--- src/sv/mfe_pkg.sv ---
package mfe_pkg;

  // Field and CORDIC geometry
  localparam int FIELD_BITS    = 21;
  localparam int CORDIC_STAGES = 24;
  localparam int GUARD_BITS    = 60 - FIELD_BITS;   // scale of vectors entering the CORDIC
  localparam int HFRAC_BITS    = 32 - FIELD_BITS;   // fraction bits of the fixed-point H root

  // Squares and root radicands
  localparam int SQ_BITS   = 2 * FIELD_BITS - 1;           // |v|^2 of one component
  localparam int SUM_BITS  = SQ_BITS + 1;                  // n^2+e^2(+d^2)
  localparam int RAD_BITS  = SUM_BITS + 2 * HFRAC_BITS;    // radicand after fraction scaling
  localparam int ROOT_BITS = RAD_BITS / 2;
  localparam int REM_BITS  = ROOT_BITS + 1;
  localparam int SQRT_STEPS = ROOT_BITS;

  // CORDIC datapath
  localparam int CW        = 62;   // x/y width, holds gain growth of a 2^59.5 vector
  localparam int ZW        = 33;   // angle accumulator, 2^-24 degree
  localparam int STG_BITS  = 5;
  localparam int OUT_SHIFT = 8;    // 2^-24 deg -> 2^-16 deg

  // Output angle formats
  localparam int DEC_W = 25;
  localparam int INC_W = 24;
  localparam logic signed [ZW-1:0]    ANG90   = 33'sd1509949440;
  localparam logic signed [DEC_W-1:0] DEC_MAX = 25'sd11796480;
  localparam logic signed [INC_W-1:0] INC_MAX = 24'sd5898240;

  typedef struct packed {
    logic [CW-1:0] x;
    logic [CW-1:0] y;
    logic [ZW-1:0] z;
  } cordic_t;

  typedef struct packed {
    logic [REM_BITS-1:0]  rem;
    logic [ROOT_BITS-1:0] root;
    logic [RAD_BITS-1:0]  rad;
  } sqrt_t;

  // round(atan(2^-i) * 2^24) degrees
  function automatic logic [ZW-1:0] atan_deg24(input logic [STG_BITS-1:0] i);
    logic [ZW-1:0] a;
    unique case (i)
      5'd0:  a = ZW'(754974720);
      5'd1:  a = ZW'(445687602);
      5'd2:  a = ZW'(235489088);
      5'd3:  a = ZW'(119537938);
      5'd4:  a = ZW'(60000934);
      5'd5:  a = ZW'(30029717);
      5'd6:  a = ZW'(15018523);
      5'd7:  a = ZW'(7509720);
      5'd8:  a = ZW'(3754917);
      5'd9:  a = ZW'(1877466);
      5'd10: a = ZW'(938734);
      5'd11: a = ZW'(469367);
      5'd12: a = ZW'(234684);
      5'd13: a = ZW'(117342);
      5'd14: a = ZW'(58671);
      5'd15: a = ZW'(29335);
      5'd16: a = ZW'(14668);
      5'd17: a = ZW'(7334);
      5'd18: a = ZW'(3667);
      5'd19: a = ZW'(1833);
      5'd20: a = ZW'(917);
      5'd21: a = ZW'(458);
      5'd22: a = ZW'(229);
      5'd23: a = ZW'(115);
      5'd24: a = ZW'(57);
      5'd25: a = ZW'(29);
      5'd26: a = ZW'(14);
      5'd27: a = ZW'(7);
      5'd28: a = ZW'(4);
      5'd29: a = ZW'(2);
      5'd30: a = ZW'(1);
      5'd31: a = '0;
    endcase
    return a;
  endfunction

  // Round 2^-24 deg to nearest 2^-16 deg (ties up), clamp to +-lim
  function automatic logic signed [DEC_W-1:0] to_out_units(input logic signed [ZW-1:0] z,
                                                           input logic signed [DEC_W-1:0] lim);
    logic signed [ZW:0]           t;
    logic signed [ZW-OUT_SHIFT:0] r;
    logic signed [ZW-OUT_SHIFT:0] lx;
    logic signed [DEC_W-1:0]      res;
    t  = {z[ZW-1], z} + (ZW+1)'(1 << (OUT_SHIFT - 1));
    r  = t[ZW:OUT_SHIFT];
    lx = {lim[DEC_W-1], lim};
    if (r > lx) begin
      res = lim;
    end else if (r < -lx) begin
      res = -lim;
    end else begin
      res = DEC_W'(r);
    end
    return res;
  endfunction

endpackage

--- src/sv/mfe_sqrt_cell.sv ---
module mfe_sqrt_cell import mfe_pkg::*; (
  input  logic  clk_i,
  input  logic  en_i,
  input  sqrt_t sin_i,
  output sqrt_t sout_o
);

  logic [REM_BITS+1:0] rem_n;
  logic [REM_BITS+1:0] trial;
  logic [REM_BITS+1:0] diff;
  logic                ge;
  sqrt_t               sout_d;
  sqrt_t               sout_q;

  // one result bit per cell: bring down two radicand bits, try root*4+1
  always_comb begin
    rem_n = {sin_i.rem, sin_i.rad[RAD_BITS-1 -: 2]};
    trial = {1'b0, sin_i.root, 2'b01};
    diff  = rem_n - trial;
    ge    = (rem_n >= trial);
    sout_d.rem  = ge ? diff[REM_BITS-1:0] : rem_n[REM_BITS-1:0];
    sout_d.root = {sin_i.root[ROOT_BITS-2:0], ge};
    sout_d.rad  = {sin_i.rad[RAD_BITS-3:0], 2'b00};
  end

  always_ff @(posedge clk_i) begin
    if (en_i) begin
      sout_q <= sout_d;
    end
  end

  assign sout_o = sout_q;

endmodule

--- config.mk ---
export PLATFORM = sky130hd
export DESIGN_NAME = mfe_sqrt_cell
export DESIGN_NICKNAME = d
export VERILOG_FILES = /design/src/sv/mfe_pkg.sv /design/src/sv/mfe_sqrt_cell.sv
export SDC_FILE = /design/constraint.sdc
export NUM_CORES = 1
export LEC_CHECK = 0
export BUFFER_PORTS_ARGS = -buffer_cell sky130_fd_sc_hd__clkbuf_2
export CORE_AREA = 10 10 131 133
export DETAILED_ROUTE_END_ITERATION = 10
export DIE_AREA = 0 0 141 143
export PLACE_DENSITY = 0.83
export SYNTH_ARGS = -nofsm -noshare
export SYNTH_HDL_FRONTEND = slang
export SYNTH_SLANG_ARGS = --single-unit
export TNS_END_PERCENT = 10
--- constraint.sdc ---
create_clock -name clk_i -period 3.3 [get_ports clk_i]
set_clock_uncertainty 0.05 [all_clocks]
set_input_delay 0.66 -clock clk_i [delete_from_list [all_inputs] [get_ports clk_i]]
set_output_delay 0.66 -clock clk_i [all_outputs]
set_load 0.005 [all_outputs]
==> results of run 1 <==
## worst paths after layout
| path | startpoint | endpoint | slack [ns] |
|---|---|---|---|
| setup / recovery | sin_i[64] | sout_o[126] | 0.23 |
| hold / removal | sin_i[7] | sout_o[9] | 0.37 |
## layer usage
metal | track usage | part of all wire | vias up
met5 | 0 | 0.00069 | -
li1 | - | - | 2407
met3 | 0.0710 | 0.087 | 30
met4 | 0.0674 | 0.019 | 2
met2 | 0.315 | 0.51 | 212
met1 | 0.195 | 0.39 | 2290
## metrics by stage
step	TNS, ns	power, mW
final	0	4.72
after CTS	0	4.77
after floorplan	0	2.46
after detailed placement	-2.09	2.91
after global routing	0	4.94
after global placement	-0.364	2.88
## worst max-delay path, delay by kind of cell
| family | cells | cell delay, ns |
|---|---|---|
| and+or+nand+nor | 1 | 0.23 |
| xor gates and xnor gates | 1 | 0.15 |
| buffers and inverters | 2 | 0.13 |
| muxes | 1 | 0.26 |
| adders and majority gates | 1 | 0.32 |
| AOI/OAI and AO/OA | 6 | 1.44 |
## cells in the mapped netlist, drive strengths merged, types with 2 or more instances
cell	instances	area share
a221oi	2	0.0029
nor3	5	0.0041
mux2	7	0.013
a31oi	5	0.0051
o211ai	2	0.0025
buf	13	0.013
a211oi	5	0.0078
a41oi	2	0.0029
nand2b	4	0.0041
inv	39	0.024
o31ai	3	0.0045
nor2	42	0.026
xor2	9	0.013
o21ai	21	0.018
o21bai	6	0.0074
a21o	9	0.011
nand2	28	0.017
xnor2	19	0.027
nand3	8	0.0066
a21oi	58	0.049
nand4	6	0.0062
a221o	3	0.0049
edfxtp	127	0.63
clkbuf	5	0.0031
and3	3	0.0031
o21a	8	0.0098
ha	34	0.070
## power breakdown
| group | leakage (nW) | internal (mW) | switching [mW] | total [mW] |
|---|---|---|---|---|
| Clock | 0.284 | 1.12 | 0.720 | 1.85 |
| Sequential | 1.24 | 1.97 | 0.0431 | 2.01 |
| Combinational | 2.32 | 0.398 | 0.463 | 0.861 |
| Total | 3.85 | 3.49 | 1.23 | 4.72 |
## cell families after synthesis
logic type	Yosys count	synth area share
AOI/OAI and AO/OA	131	0.136
DFF	127	0.625
and+or+nand+nor	103	0.0753
buffers and inverters	57	0.0404
adders and majority gates	34	0.0697
xor gates and xnor gates	28	0.0402
muxes	7	0.0129
other	1	0.000615
## area by class of cell
type / count / area, sq um
fill: 1213 / 6000
sequential: 127 / 3810
multi-input combinational: 305 / 2050
timing repair buffer: 295 / 1590
clock buffer: 18 / 429
tap: 184 / 230
clock inverter: 14 / 158
inverter: 39 / 146
antenna: 1 / 2.50
==> summary.txt, run 1 <==
Synth
  – Synth Instances: slightly below 500
  – Primary FF master, synth: edfxtp_1
  – Yosys warning count: 0
  – Number of flops mapped to enable cells by yosys: approximately 130
  – Distinct cells, synth: 48
  – Synthesized flop and latch total: between 100 and 150
  – Syn_area_per_cell: around 12 sq um
  – Ys async rst share: 0
  – Mapped cell area: 6100 sq um
  – Seq/Total Area, Yosys: 0.625

STA
  – Final hold vios: 0
  – Worst rel slew slack: 0.542
  – Worst hold margin: between 0.3 and 0.4 ns
  – RSZ-0062 raised after global routing: false
  – Worst slew pin tran: around 0.7 ns
  – Slew Viols, Final: 0
  – Period utilization: 0.931
  – Worst Slack Setup Final: roughly 0.23 ns
  – Final Setup Violations: 0
  – Tmin final: just over 3 ns
  – Fmax: 0.325 GHz

Detailed routing
  – Average wire per standard cell: 19.1 microns
  – Via count: about 4,900
  – WL final: about 19,000 microns
  – Vias/cell: 5.03
  – Final ANT Viol Nets: 0
  – Initial DRC Count: between 200 and 300
  – Residual DRC: 0
  – Pre-antenna DRT Iters: 4

Placement
  – Final Wtd Congestion: roughly 0.88
  – PortBufs: between 200 and 300
  – Post-DP HPWL: 15,300 microns
  – Dpl ws: -0.169 ns
  – Placed insts: 950
  – DP Area: around 8000 sq um

Die
  – Num ports: between 200 and 300
  – Die area: about 20,000 sq um
  – Initial Util: 0.423
  – Standard-cell rows: 44
  – Die Wd: approximately 140 microns
  – Die height: 143 microns
  – Placeable Area: roughly 14,000 sq um

Critical path
  – CP Data Arrival Time: roughly 3.2 ns
  – CP endpoint kind: flop
  – CP max stage cell: o31ai_1
  – CP startpoint kind: input port
  – Worst-path cell chain: clkbuf_2 > inv_1 > ha_1 > nor2b_1 > o31ai_2 > a21oi_1 > a221o_1 > a21oi_2 > o31ai_1 > a21oi_1 > xnor2_1 > mux2_2
  – Crit path largest cell delay: about 0.60 ns
  – Cell repeated most along the worst path: a21oi_1
  – CP required: about 3.4 ns
  – Crit Path Max Fanout: 4
  – Crit Path Class: in -> reg

Clocking
  – Clock root cell: clkbuf_16
  – Clock slew at reported path FFs: around 0.060 ns
  – TritonCTS sink count: roughly 130
  – CTS tree: done
  – Cts repair resizes: 0
  – Post-CTS Setup Bufs: 0
  – Max Buffers Root-to-Sink: 2
  – TritonCTS buffer count: 17
  – Hold-fix buffers, CTS: 0
  – H-tree levels: 4

GRT
  – Number of global-route vias before repair: 5,237
  – Initial antenna violation count: 2
  – Global-route wire length before repair: ~28,000 microns
  – Total track usage: 0.181
  – Maximum number of pins on one net before global-route repair: 51
  – Gr ovfl total: 0

Outcome
  – Status: complete, no violations

Final layout
  – Finished Layout Cells: roughly 980
  – Commonest non-fill, non-tap cell in the layout: clkbuf_2
  – Finished Cell Area: approximately 8400 sq um
  – Share of layout cells above drive strength 1: 0.425
  – Max reg flops: around 130
  – Layout Nets: 950
  – Layout area overhead: 38.1%
  – Final Core Density: 0.584
  – Most frequent cells in the layout: clkbuf_2 (256), edfxtp_1 (127), a21oi_1 (56)

Power and ir drop
  – Worst VDD drop: between 0.3 and 0.4 mV
  – Leakage: ~3.9 nW
  – Power Density: between 500 and 600 nW/um^2

Min path
  – Hold Crit Class: in -> reg
  – Hold Crit Depth: 1

Run
  – Max cap viols: 0
(Power assumes the default switching activity.)
==> run 2, diff against run 1 <==
- RECOVER_POWER: default -> 25
- SLEW_MARGIN: default -> 20
==> summary.txt, run 2 (synthesis gave the netlist of run 1 again) <==
Clocking
  – Max Buffers Root-to-Sink: 2 (unchanged)
  – Cts repair resizes: 0 (unchanged)
  – Clock slew at reported path FFs: 0.06 ns (about the same)
  – TritonCTS buffer count: 17 (unchanged)
  – Clock root cell: clkbuf_16
  – TritonCTS sink count: 127 (unchanged)
  – Post-CTS Setup Bufs: 0 (unchanged)
  – H-tree levels: 4 (unchanged)
  – Hold-fix buffers, CTS: 0 (unchanged)
  – CTS tree: done

GRT
  – Met3 Usage GRT: 0.0710 (unchanged)
  – Busiest grt layer: met2
  – Gr ovfl total: 0 (unchanged)
  – Initial antenna violation count: 2 (unchanged)
  – Grt met2 use: 0.315 (unchanged)
  – GRT met1 Usage: 0.195 (unchanged)
  – Maximum number of pins on one net before global-route repair: 51 (unchanged)
  – Global-route wire length before repair: 28,400 microns (unchanged)
  – Total track usage: 0.181 (unchanged)
  – Number of global-route vias before repair: 5,237 (unchanged)

Detailed routing
  – Vias/cell: 5.04 (+0.32%)
  – Initial DRC Count: 301 (+2.0%)
  – Average wire per standard cell: 19.1 microns (about the same)
  – Via count: 4,957 (+0.32%)
  – Residual DRC: 0 (unchanged)
  – Pre-antenna DRT Iters: 4 (unchanged)
  – WL final: 18,800 microns (about the same)
  – Final ANT Viol Nets: 0 (unchanged)

Placement
  – PortBufs: 257 (unchanged)
  – Post-DP HPWL: 15,300 microns (unchanged)
  – Final Wtd Congestion: 0.882 (unchanged)
  – Dpl ws: -0.169 ns (unchanged)

Power and ir drop
  – Switching share of total power: 0.260 (about the same)
  – Sw power: 1.23 mW (about the same)
  – Sequential share of power: 0.427 (about the same)
  – Leakage: 3.76 nW (-2.4%)
  – Clock power share: 0.391 (about the same)
  – Power Density: 563 nW/um^2 (+0.40%)
  – P_int: 3.49 mW (-0.13%)
  – Worst VDD drop: 0.334 mV (+0.22%)
  – Combinational cell fraction of total power: 0.181 (about the same)

Critical path
  – CP startpoint kind: input port
  – Cell repeated most along the worst path: a21oi_1
  – Crit Path Class: in -> reg
  – CP Data Arrival Time: 3.22 ns (+0.03 ns)
  – CP required: 3.42 ns (about the same)
  – CP endpoint kind: flop
  – Crit Path Max Fanout: 4 (unchanged)
  – CP max stage cell: o31ai_1
  – Crit path largest cell delay: 0.61 ns (about the same)
  – Worst-path cell chain: clkbuf_1 > inv_1 > ha_1 > nor2b_1 > o31ai_2 > a21oi_1 > a221o_1 > a21oi_2 > o31ai_1 > a21oi_1 > xnor2_1 > mux2_2

Final layout
  – Layout area overhead: 37.3%
  – Footprint of the multi-input gates: 2050 sq um (unchanged)
  – Commonest non-fill, non-tap cell in the layout: clkbuf_2
  – Final Core Density: 0.581 (-0.00304)
  – Most frequent cells in the layout: clkbuf_2 (227), edfxtp_1 (127), a21oi_1 (56)
  – Max reg flops: 127 (unchanged)
  – Fill cells: 1,236 (+1.9%)
  – Layout Nets: 950 (unchanged)
  – Register area: 3810 sq um (unchanged)
  – Share of layout cells above drive strength 1: 0.387 (-0.0376)

STA
  – Worst rel slew slack: 0.136 (-0.407)
  – Worst slew pin tran: 1.30 ns (+0.616 ns)
  – Tmin final: 3.10 ns (+0.0275 ns)
  – RSZ-0062 raised after global routing: false
  – Slew Viols, Final: 0 (unchanged)
  – Worst Slack Setup Final: 0.199 ns (-0.0275 ns)
  – Final Setup Violations: 0 (unchanged)
  – Final hold vios: 0 (unchanged)
  – Fmax: 0.322 GHz (-0.89%)
  – Final setup TNS: 0 ns (unchanged)
  – Period utilization: 0.940 (+0.00834)

Run
  – Max cap viols: 0 (unchanged)

Outcome
  – Status: complete, no violations

Die
  – Die height: 143 microns (unchanged)
  – Standard-cell rows: 44 (unchanged)
  – Die Wd: 141 microns (unchanged)
  – Placeable Area: 14,400 sq um (unchanged)
  – Num ports: 260 (unchanged)
  – Die area: 20,200 sq um (unchanged)
  – Initial Util: 0.423 (unchanged)

Min path
  – Hold Crit Class: in -> reg
  – HP Start: sin_i[22]
  – Hold Crit Depth: 1 (unchanged)
  – Hold EP: sout_o[24]
run 2: cell count changes in the layout (fill, tap and decap cells not counted), sizes merged:
cell and change:
buf -1, clkbuf +1
run 2: critical path, delay by kind of cell:
family,cells,cell delay (ns)
XOR/XNOR,1,0.15
adder cells (fa/ha/maj),1,0.32
AND/OR/NAND/NOR,1,0.23
AO/OA/AOI/OAI,6,1.46
buffers and inverters,2,0.14
multiplexers,1,0.26
run 2: final cells by class:
cell class                      instances  area share
Antenna cell                            1    0.000299
Sequential cell                       127       0.455
Clock buffer                           18      0.0512
Clock inverter                         14      0.0188
Multi-Input combinational cell        305       0.245
Timing Repair Buffer                  295       0.185
Inverter                               39      0.0175
Tap cell                              184      0.0275
run 2: routing by layer:
layer / vias to the layer above / wire (microns)
met4: 2 / 373
met2: 238 / 9520
met1: 2279 / 7170
met3: 27 / 1680
li1: 2411 / -
met5: - / 13
run 2: worst max path at each step:
stage                     cells after the start      start     endpoint
after detailed placement                     12  sin_i[64]  sout_o[126]
after global routing                         12  sin_i[64]  sout_o[126]
final                                        12  sin_i[64]  sout_o[126]
after global placement                       12  sin_i[64]  sout_o[126]
after CTS                                    12  sin_i[64]  sout_o[126]
after floorplan                              11  sin_i[69]  sout_o[128]
run 2: power by group through the flow:
stage | logic [mW] | registers [mW] | clock network, mW
floorplan | 0.389 | 2.07 | 0
global placement | 0.840 | 2.04 | 0
detailed placement | 0.863 | 2.05 | 0
CTS | 0.871 | 2.02 | 1.89
global route | 0.950 | 2.03 | 1.95
finish | 0.854 | 2.02 | 1.84
run 2: metrics by stage:
| step | hold slack [ns] | std cells | power [mW] | instance area [sq um] |
|---|---|---|---|---|
| floorplan | 0.709 | 489 | 2.46 | 6100 |
| global placement | 0.786 | 950 | 2.88 | 7830 |
| detailed placement | 0.789 | 950 | 2.91 | 7830 |
| CTS | 0.347 | 982 | 4.77 | 8420 |
| global route | 0.351 | 982 | 4.93 | 8370 |
| finish | 0.367 | 983 | 4.71 | 8380 |
